--- src/rtl/dmrd_pkg.sv ---
// ---------------------------------------------------------------------------
// dmrd_pkg: shared types and constants for the density map deposit unit
// operation codes, register indexes, default grid size and bin format
// ---------------------------------------------------------------------------
`default_nettype none
package dmrd_pkg;
  localparam int GRID_X_DEF = 64;
  localparam int GRID_Y_DEF = 64;
  localparam int BIN_W = 48;
  localparam int COORD_W = 24;
  localparam int IDX_W = 12;

  localparam logic [1:0] OP_DEPOSIT = 2'd0;
  localparam logic [1:0] OP_READ    = 2'd1;
  localparam logic [1:0] OP_CLEAR   = 2'd2;

  localparam logic [1:0] REG_ORG_X = 2'd0;
  localparam logic [1:0] REG_ORG_Y = 2'd1;
  localparam logic [1:0] REG_BIN_W = 2'd2;
  localparam logic [1:0] REG_BIN_H = 2'd3;

  localparam logic [BIN_W-1:0] BIN_MAX = {BIN_W{1'b1}};

  typedef struct packed {
    logic start;
    logic signed [27:0] num;
    logic [25:0] den;
  } div_req_t;

  typedef struct packed {
    logic done;
    logic signed [27:0] quo;
  } div_rsp_t;
endpackage
`default_nettype wire

--- src/rtl/dmrd_div.sv ---
// ---------------------------------------------------------------------------
// dmrd_div: floor divider
// restoring division, one quotient bit per cycle, floor rounding for negatives
// ---------------------------------------------------------------------------
`default_nettype none
module dmrd_div
  import dmrd_pkg::*;
(
  input  wire logic     clk,
  input  wire logic     rst_n,
  input  wire div_req_t req,
  output div_rsp_t      rsp
);
  localparam int NW = 28;
  logic [NW-1:0] mag_r, mag_nxt;
  logic [NW:0] rem_r, rem_nxt;
  logic [25:0] den_r;
  logic neg_r;
  logic [4:0] cnt_r;
  logic busy_r;
  logic [NW:0] trial;
  logic [NW-1:0] q;

  always_comb begin
    trial = {rem_r[NW-1:0], mag_r[NW-1]} - {3'b0, den_r};
    if (!trial[NW]) begin
      rem_nxt = trial;
      mag_nxt = {mag_r[NW-2:0], 1'b1};
    end else begin
      rem_nxt = {rem_r[NW-1:0], mag_r[NW-1]};
      mag_nxt = {mag_r[NW-2:0], 1'b0};
    end
    q = neg_r ? (~mag_r + ((rem_r != '0) ? NW'(1) : NW'(0)) + NW'(0)) : mag_r;
    if (neg_r) q = ~mag_r + NW'(1) - ((rem_r != '0) ? NW'(1) : NW'(0));
  end

  always_ff @(posedge clk) begin
    if (!rst_n) begin
      busy_r <= 1'b0;
      rsp.done <= 1'b0;
    end else begin
      rsp.done <= 1'b0;
      if (req.start) begin
        busy_r <= 1'b1;
        neg_r <= req.num[NW-1];
        mag_r <= req.num[NW-1] ? NW'(-req.num) : NW'(req.num);
        rem_r <= '0;
        den_r <= req.den;
        cnt_r <= 5'(NW);
      end else if (busy_r) begin
        if (cnt_r == 5'd0) begin
          busy_r <= 1'b0;
          rsp.done <= 1'b1;
          rsp.quo <= q;
        end else begin
          mag_r <= mag_nxt;
          rem_r <= rem_nxt;
          cnt_r <= cnt_r - 5'd1;
        end
      end
    end
  end
endmodule
`default_nettype wire

--- config.mk ---
export PLATFORM = sky130hd
export DESIGN_NAME = dmrd_div
export DESIGN_NICKNAME = d
export VERILOG_FILES = /design/src/rtl/dmrd_pkg.sv /design/src/rtl/dmrd_div.sv
export SDC_FILE = /design/constraint.sdc
export NUM_CORES = 1
export LEC_CHECK = 0
export BUFFER_PORTS_ARGS = -buffer_cell sky130_fd_sc_hd__buf_2
export CAP_MARGIN = 20
export CORE_MARGIN = 4
export CORE_UTILIZATION = 60
export DETAILED_ROUTE_END_ITERATION = 7
export PLACE_DENSITY = 0.84
export SLEW_MARGIN = 10
export SYNTH_ARGS = -nofsm -noshare
export SYNTH_HDL_FRONTEND = slang
export SYNTH_SLANG_ARGS = --single-unit
--- constraint.sdc ---
create_clock -name clk -period 6.4 [get_ports clk]
set_input_delay 1.6 -clock clk [delete_from_list [all_inputs] [get_ports clk]]
set_output_delay 1.6 -clock clk [all_outputs]
set_load 0.005 [all_outputs]
# Word level (Yosys, flattened, before mapping)
# Index checks and enable logic that the tools add are counted.
word_totals:
  out_inout_bits: 29
  input_bits: 57
  ff_bits: 119
  word_cells: 41
classes:
  bitwise: 4
  n_eq_ne: 1
  n_addsub: 5
  n_reduce_logical: 7
  n_mux: 16
ops:
  columns: ["op", "n"]
  rows:
  - ["two-way mux 28 bit", 5]
  - ["two-way mux 29 bit", 4]
  - ["nonzero test 29 bit", 1]
  - ["subtractor 29 x 26 -> 29 bit", 1]
  - ["adder 28 x 1 -> 28 bit (second input constant)", 1]
  - ["negator 28 bit", 1]
  - ["inverter 28 bit", 1]
  - ["subtractor 28 x 1 -> 28 bit", 1]
  - ["two-way mux 5 bit", 2]
  - ["logical NOT 5 bit", 1]
  - ["two-way mux 1 bit", 5]
  - ["subtractor 5 x 1 -> 5 bit (second input constant)", 1]
  - ["AND reduction 4 bit", 1]
  - ["inverter 1 bit", 3]
  - ["AND reduction 3 bit", 1]
  - ["OR reduction 3 bit", 1]
  - ["inequality test 2 bit (second input constant)", 1]
  - ["AND reduction 2 bit", 1]
  - ["nonzero test 2 bit", 1]

# Logic depth before layout (Yosys ltp)
# Gate-level depths: netlist (run 1).
logic_depth:
  depth_word: 5
  mapped_depth: 15
  depth_no_buf: 15

# Least setup slack after synthesis (run 1)
# Ideal clock, no wire load.
synth_timing:
  path_kind: "input-to-reg"
  startpoint: "in req[54] (netlist name)"
  endpoint: "reg cnt_r[0], enable pin"
  setup_ps: 489
  arrival_time_ps: 4910
  cell_stages: 4
  required_time_ps: 5911
  path_slack_ps: 1001
  cell_sequence: "clkbuf_1 > clkbuf_1 > a21oi_1 > nor2b_1"
synth_between:
  elab_chain_cells: 2
  elab_cells_between_ends: 3
  classes_between: "1 x eq/ne; 2 x reduce/logical"
synth_lines:
  columns: ["item", "line_no", "source"]
  rows:
  - ["start, declared", "dmrd_div.sv:11", "input wire div_req_t req,"]
  - ["inequality test 2 bit (no line) / nonzero test 2 bit (equally long branches)", null, null]
  - ["AND reduction 3 bit (no line) *", null, null]
  - ["end signal, assigned", "dmrd_div.sv:49", "cnt_r <= 5'(NW);"]
  - ["end signal, assigned", "dmrd_div.sv:58", "cnt_r <= cnt_r - 5'd1;"]
  - ["end, declared", "dmrd_div.sv:19", "logic [4:0] cnt_r;"]
# Every way passes the cells marked *; elsewhere a longest branch is shown, timed or not.
# A chain may end at the register's enable or synchronous reset.

# Worst setup path in the final report (run 1)
layout_timing:
  startpoint: "reg mag_r[27]"
  endpoint: "reg rem_r[15], data pin"
layout_between:
  elab_chain_cells: 4
layout_lines:
  columns: ["item", "line_no", "source"]
  rows:
  - ["start, declared", "dmrd_div.sv:15", "logic [NW-1:0] mag_r, mag_nxt;"]
  - ["start signal, assigned", "dmrd_div.sv:46", "mag_r <= req.num[NW-1] ? NW'(-req.num) : NW'(req.num);"]
  - ["start signal, assigned", "dmrd_div.sv:56", "mag_r <= mag_nxt;"]
  - ["subtractor 29 x 26 -> 29 bit", "dmrd_div.sv:25", "trial = {rem_r[NW-1:0], mag_r[NW-1]} - {3'b0, den_r};"]
  - ["two-way mux 29 bit", "dmrd_div.sv:26", "if (!trial[NW]) begin"]
  - ["two-way mux 29 bit", "dmrd_div.sv:51", "if (cnt_r == 5'd0) begin"]
  - ["two-way mux 29 bit", "dmrd_div.sv:50", "end else if (busy_r) begin"]
  - ["end signal, assigned", "dmrd_div.sv:57", "rem_r <= rem_nxt;"]
  - ["end, declared", "dmrd_div.sv:16", "logic [NW:0] rem_r, rem_nxt;"]
# No other way between the ends. The select of a mux whose other input is x is not followed.

==> results.yml, run 1 <==
outcome:
  outcome: "complete, no violations"
floorplanning:
  core_um2: 13500
  chipHeight_um: 126
  initial_core_util_pct: 62.2
  die_w_um: 126
  pin_count: 86
  rows: 42
  dieArea_um2: 15900
global_route:
  grt_max_degree: 63
  grt_pass1_wl_mm: 32.6
  grt_use_total_pct: 25.0
  grt_pass1_vias: 6914
  antenna_found_initial: 0
  gr-total-overflow: 0
critical_path:
  reg2reg_slack_ps: 2090
  cp.arrival_ps: 4560
  timing.rr.start: "mag_r[27]"
  crit_buf_inv: 1
  critical-path-top-delay-family: "compound AO/OA/AOI/OAI gates"
  crit_path_end_kind: "flip-flop"
  path_class: "flip-flop to flip-flop"
  start_kind: "flip-flop"
  max_stage_delay_ps: 810
  critPathSlowestCell: "o21a_1"
  r2r_cells: 11
  path_max_fanout: 28
  r2r_end: "rem_r[15]"
  critical_path.cell_chain: "inv_1 -> ha_1 -> fa_1 -> nand2b_1 -> a21oi_1 -> o311ai_0 -> a21o_1 -> a311oi_2 -> o21a_1 -> nor2_1 -> a211oi_1"
  cp.required_ps: 6650
hold_path:
  holdCritPathClass: "flip-flop to flip-flop"
  min_from: "busy_r"
  hold_end: "rsp[28]"
  worstHoldPathCells: 2
yosys:
  synth_nets: 1004
  netlist_instances: 888
  async_flop_share_pct: 0
  synthXorXnorAreaFrac_pct: 6.39
  synthMuxAreaShare_pct: 1.26
  yosysWarnings: 0
  synth_compound_area_share_pct: 21.0
  synth-seq-cells: 119
  synth_enable_flop_cells: 117
  seq_area_frac_synth_pct: 42.5
  ys_types: 67
  synth_area_per_cell_um2: 9.42
  synth_area_um2: 8360
  synth_top_family_by_area: "compound AO/OA/AOI/OAI gates"
  synthAdderAreaFrac_pct: 8.92
  synth_top_flop_cell: "edfxtp_1"
  synth-simple-area-share_pct: 15.0
placed_design:
  io_buffers: 85
  gp_congestion: 0.950
  hpwl_mm: 13.7
  dp_slack_ps: 2100
  placed_cell_area_um2: 8910
drt:
  drt_iter0_drc: 797
  num_vias: 7200
  postRouteAntennaNets: 0
  dr.pass1.iters: 8
  wl_mm: 19.8
  route.detailed.drc: 0
  viasPerCell: 6.28
  wl_per_cell_um: 17.3
clock_network:
  hold_buffers: 0
  clockBufferDepth: 2
  cts.clk_slew.worst_paths_ps: 60
  htreeDepth: 4
  ctsResizeCount: 0
  clock-sinks: 119
  clkLatencyLatePin_ps: 430
  cts_tree: "done"
  cts_buffers: 17
  root_buffer: "clkbuf_16"
  post_cts_buffers: 0
sta:
  slew_viol_final: 0
  tns_ps: 0
  setup_slack_ps: 2090
  period_minus_slack_ps: 4310
  whs_ps: 492
  fin_skew_ps: 8.07
  min_period_over_period_pct: 67.3
  finalSetupViolCount: 0
  hold_violations: 0
  slew_headroom_pct: 34.5
  fmax_mhz: 232
  rsz0062_at_grt: "no"
  tightest_slew_ps: 980
final_layout:
  fin_nets: 1075
  fillers: 1089
  fin_util_pct: 70.5
  diodes: 0
  drive_gt1_share_pct: 14.0
  syn_to_final_growth_pct: 13.3
  final_area_um2: 9480
power_and_ir_drop:
  vdd_ir_drop_max_v: 0.000208
  p_per_area_nw_per_um2: 268
  power.leakage_nw: 3.91
job:
  maxCapViolCount: 0
[Yosys cell counts, types with 3 or more instances]
| cell | instances | area [um^2] |
|---|---|---|
| o41ai_1 | 3 | 26.3 |
| a211o_1 | 3 | 26.3 |
| or4_1 | 6 | 45.0 |
| inv_1 | 70 | 263 |
| a211oi_1 | 9 | 67.6 |
| o21a_1 | 10 | 75.1 |
| ha_1 | 58 | 726 |
| a31oi_1 | 7 | 43.8 |
| a21boi_0 | 3 | 22.5 |
| o2111ai_1 | 3 | 26.3 |
| edfxtp_1 | 117 | 3510 |
| o22ai_1 | 3 | 18.8 |
| nand4_1 | 14 | 87.6 |
| or3_1 | 15 | 93.8 |
| mux2_2 | 4 | 45.0 |
| clkbuf_1 | 33 | 124 |
| nor3_1 | 18 | 90.1 |
| and3_1 | 5 | 31.3 |
| nor2_1 | 58 | 218 |
| a21oi_1 | 97 | 485 |
| a41oi_1 | 3 | 26.3 |
| xor2_1 | 31 | 272 |
| and4_1 | 4 | 35.0 |
| mux2i_1 | 6 | 60.1 |
| o21bai_1 | 3 | 22.5 |
| nor4_1 | 10 | 62.6 |
| o31ai_1 | 9 | 67.6 |
| nor2b_1 | 9 | 56.3 |
| and2_1 | 8 | 50.1 |
| or2_2 | 6 | 37.5 |
| nand3_1 | 22 | 110 |
| xnor2_1 | 30 | 263 |
| nand2_1 | 59 | 221 |
| o21ai_0 | 75 | 375 |
| o211ai_1 | 5 | 37.5 |
| nand2b_1 | 8 | 50.1 |
| a21o_1 | 22 | 165 |
[how the worst max path moves through the flow]
stage	from	to	slack [ps]	depth (start not counted)
after floorplan	req[54]	cnt_r[0]	1000	4
after global placement	req[32]	mag_r[25]	2180	9
after detailed placement	req[32]	mag_r[25]	2100	9
after CTS	mag_r[27]	rem_r[15]	2140	11
after global routing	mag_r[27]	rem_r[15]	1840	11
final	mag_r[27]	rem_r[15]	2090	11
[placed cells by master, fill, tap and decap left out, types with 17 or more instances in the layout]
master,count
edfxtp_1,117
a21oi_1,97
buf_2,85
o21ai_0,75
inv_1,70
nand2_1,59
nor2_1,58
ha_1,58
xor2_1,31
xnor2_1,30
a21o_1,22
nand3_1,22
nor3_1,17
clkbuf_16,17
[final cells by class]
| cell class | instances | area (um^2) | area share, % |
|---|---|---|---|
| Clock buffer | 20 | 437 | 4.61 |
| Clock inverter | 11 | 133 | 1.40 |
| Inverter | 70 | 263 | 2.77 |
| Multi-Input combinational cell | 661 | 4410 | 46.5 |
| Sequential cell | 119 | 3550 | 37.5 |
| Tap cell | 176 | 220 | 2.32 |
| Timing Repair Buffer | 90 | 463 | 4.88 |
[logic make-up (layout without fill, tap and decap cells)]
family | count (synthesis) | count (layout)
xor gates and xnor gates | 61 | 61
DFF | 119 | 119
buffers and inverters | 108 | 191
and+or+nand+nor | 248 | 248
AOI/OAI and AO/OA | 283 | 283
adders and majority gates | 59 | 59
muxes | 10 | 10
[sequential cells by signal (all words and copies together), names as in the netlist]
signal and flops:
rem_r 29, mag_r 28, den_r 26, neg_r 1
rsp 29, cnt_r 5, busy_r 1
[tightest hold or removal path: cells and delay by family, from the launching register on]
family,cells,cell delay [ps]
flip-flops,1,310
AND/OR/NAND/NOR,2,140
[power breakdown]
group / total (mW) / internal [mW] / switching, mW
registers: 0.967 / 0.929 / 0.0382
clock network: 0.943 / 0.602 / 0.341
logic: 0.630 / 0.259 / 0.372
[stage by stage]
stage	total power, mW	cells
2_1_floorplan	1.45	888
3_3_place_gp	1.57	1116
3_5_place_dp	1.59	1116
4_1_cts	2.53	1147
5_1_grt	2.66	1147
6_report	2.54	1147
[per-layer routing]
metal | global-route usage (%) | up-vias | wire length [um] | share of wire, %
li1 | - | 3441 | - | -
met1 | 29.4 | 3391 | 7840 | 40
met2 | 44.8 | 312 | 10200 | 51
met3 | 6.05 | 56 | 1280 | 6.4
met4 | 8.33 | 0 | 538 | 2.7
met5 | 0 | - | 0 | 0
(Power assumes the default switching activity.)
==> inputs of run 2 (changes only) <==
- clock period: 6.4 -> 4.2 ns (I/O delays scaled with it)
==> results.yml, run 2 (synthesis results as in run 1) <==
sta:
  fmax_mhz: 265
  tightest_slew_ps: 947
  min_period_over_period_pct: 89.8
  finalSetupViolCount: 0
  rsz0062_at_grt: "no"
  slew_headroom_pct: 36.7
  period_minus_slack_ps: 3770
  tns_ps: 0
  slew_viol_final: 0
  hold_violations: 0
  fin_skew_ps: 9.22
final_layout:
  diodes: 0
  finalNonFillerCells: 1153
  drive_gt1_share_pct: 14.3
  reg_top3: "rem_r (29), rsp (29), mag_r (28)"
  fin_nets: 1081
  final_cell_mix: "117 x edfxtp_1, 97 x a21oi_1, 85 x buf_2"
  layout_commonest_cell: "edfxtp_1"
  syn_to_final_growth_pct: 14.0
hold_path:
  holdCritPathClass: "flip-flop to flip-flop"
  min_from: "busy_r"
drt:
  dr.pass1.iters: 5
  num_vias: 7080
  wl_mm: 19.4
  postRouteAntennaNets: 0
  wl_per_cell_um: 16.9
  viasPerCell: 6.14
  route.detailed.drc: 0
  drt_iter0_drc: 710
floorplanning:
  pin_count: 86
  dieArea_um2: 15900
  initial_core_util_pct: 62.2
  chipHeight_um: 126
  rows: 42
  core_um2: 13500
  die_w_um: 126
critical_path:
  crit_path_end_kind: "flip-flop"
  critPathLaunch: "rem_r[22]"
  crit_top_cell: "ha_1"
  path_max_fanout: 3
  start_kind: "flip-flop"
  cp.required_ps: 4370
  critPathSlowestCell: "edfxtp_1"
  critical_path.cell_chain: "nor4_1 -> nand4_1 -> nor2_1 -> ha_1 -> ha_1 -> inv_1 -> ha_1 -> or2_2 -> a21oi_1 -> o31ai_1 -> a21oi_1 -> o31a_1 -> o21ai_0 -> o221a_2 -> xnor2_1"
  timing.rr.start: "rem_r[22]"
  path_class: "flip-flop to flip-flop"
  cp.arrival_ps: 3940
  max_stage_delay_ps: 420
clock_network:
  cts_tree: "done"
  ctsResizeCount: 0
  cts_buffers: 17
  htreeDepth: 4
  hold_buffers: 0
  root_buffer: "clkbuf_16"
  clock-sinks: 119
  clockBufferDepth: 2
  clkLatencyLatePin_ps: 420
  cts.clk_slew.worst_paths_ps: 60
  post_cts_buffers: 0
global_route:
  grt_max_degree: 63
  gr-total-overflow: 0
  grt_pass1_wl_mm: 32.2
  grt_use_total_pct: 24.6
  antenna_found_initial: 0
  grt_pass1_vias: 6714
placed_design:
  gp_congestion: 0.924
  hpwl_mm: 13.8
  placed_cells: 1122
  io_buffers: 85
outcome:
  outcome: "complete, no violations"
power_and_ir_drop:
  p_per_area_nw_per_um2: 405
  power.leakage_nw: 3.94
  vdd_ir_drop_max_v: 0.000442
job:
  maxCapViolCount: 0
==> run 2: routing by layer <==
layer	track usage, %	share of wire (%)
met1	31.4	42
met5	0	0
met2	42.1	50
met3	4.53	6.7
met4	8.71	1.9
==> run 2: final cells by class <==
class,count,area [um^2]
clock inverter,12,135
inverter,70,263
fill,1071,3920
multi-input combinational,661,4410
timing repair buffer,96,520
sequential,119,3550
clock buffer,19,433
tap,176,220
==> run 2: where the power goes <==
group | switching [mW] | internal, mW
logic | 0.566 | 0.402
clock network | 0.505 | 0.915
registers | 0.0532 | 1.41
==> run 2: worst max-delay path, delay by kind of cell, from the launching register on <==
family,cells,cell delay [ps]
AO/OA/AOI/OAI,6,1280
AND/OR/NAND/NOR,4,1080
adder cells (fa/ha/maj),3,560
flip-flops,1,420
XOR/XNOR,1,120
buffers and inverters,1,50
==> run 2: worst paths after layout <==
| path | endpoint | slack [ps] | cells after the start |
|---|---|---|---|
| max | rsp[27] | 430 | 15 |
| min | rsp[28] | 490 | 2 |
| max reg2reg | rsp[27] | 430 | 15 |
| min reg2reg | rsp[28] | 490 | 2 |
==> run 2: stage by stage <==
step	total power, mW	area [um^2]	setup WS [ps]	hold WS, ps	utilization [%]
2_1_floorplan	2.21	8370	171	446	-
3_3_place_gp	2.41	8960	540	482	66.6
3_5_place_dp	2.43	8960	479	484	66.6
4_1_cts	3.86	9530	482	491	70.9
5_1_grt	4.05	9530	160	534	70.9
6_report	3.86	9530	430	487	70.9
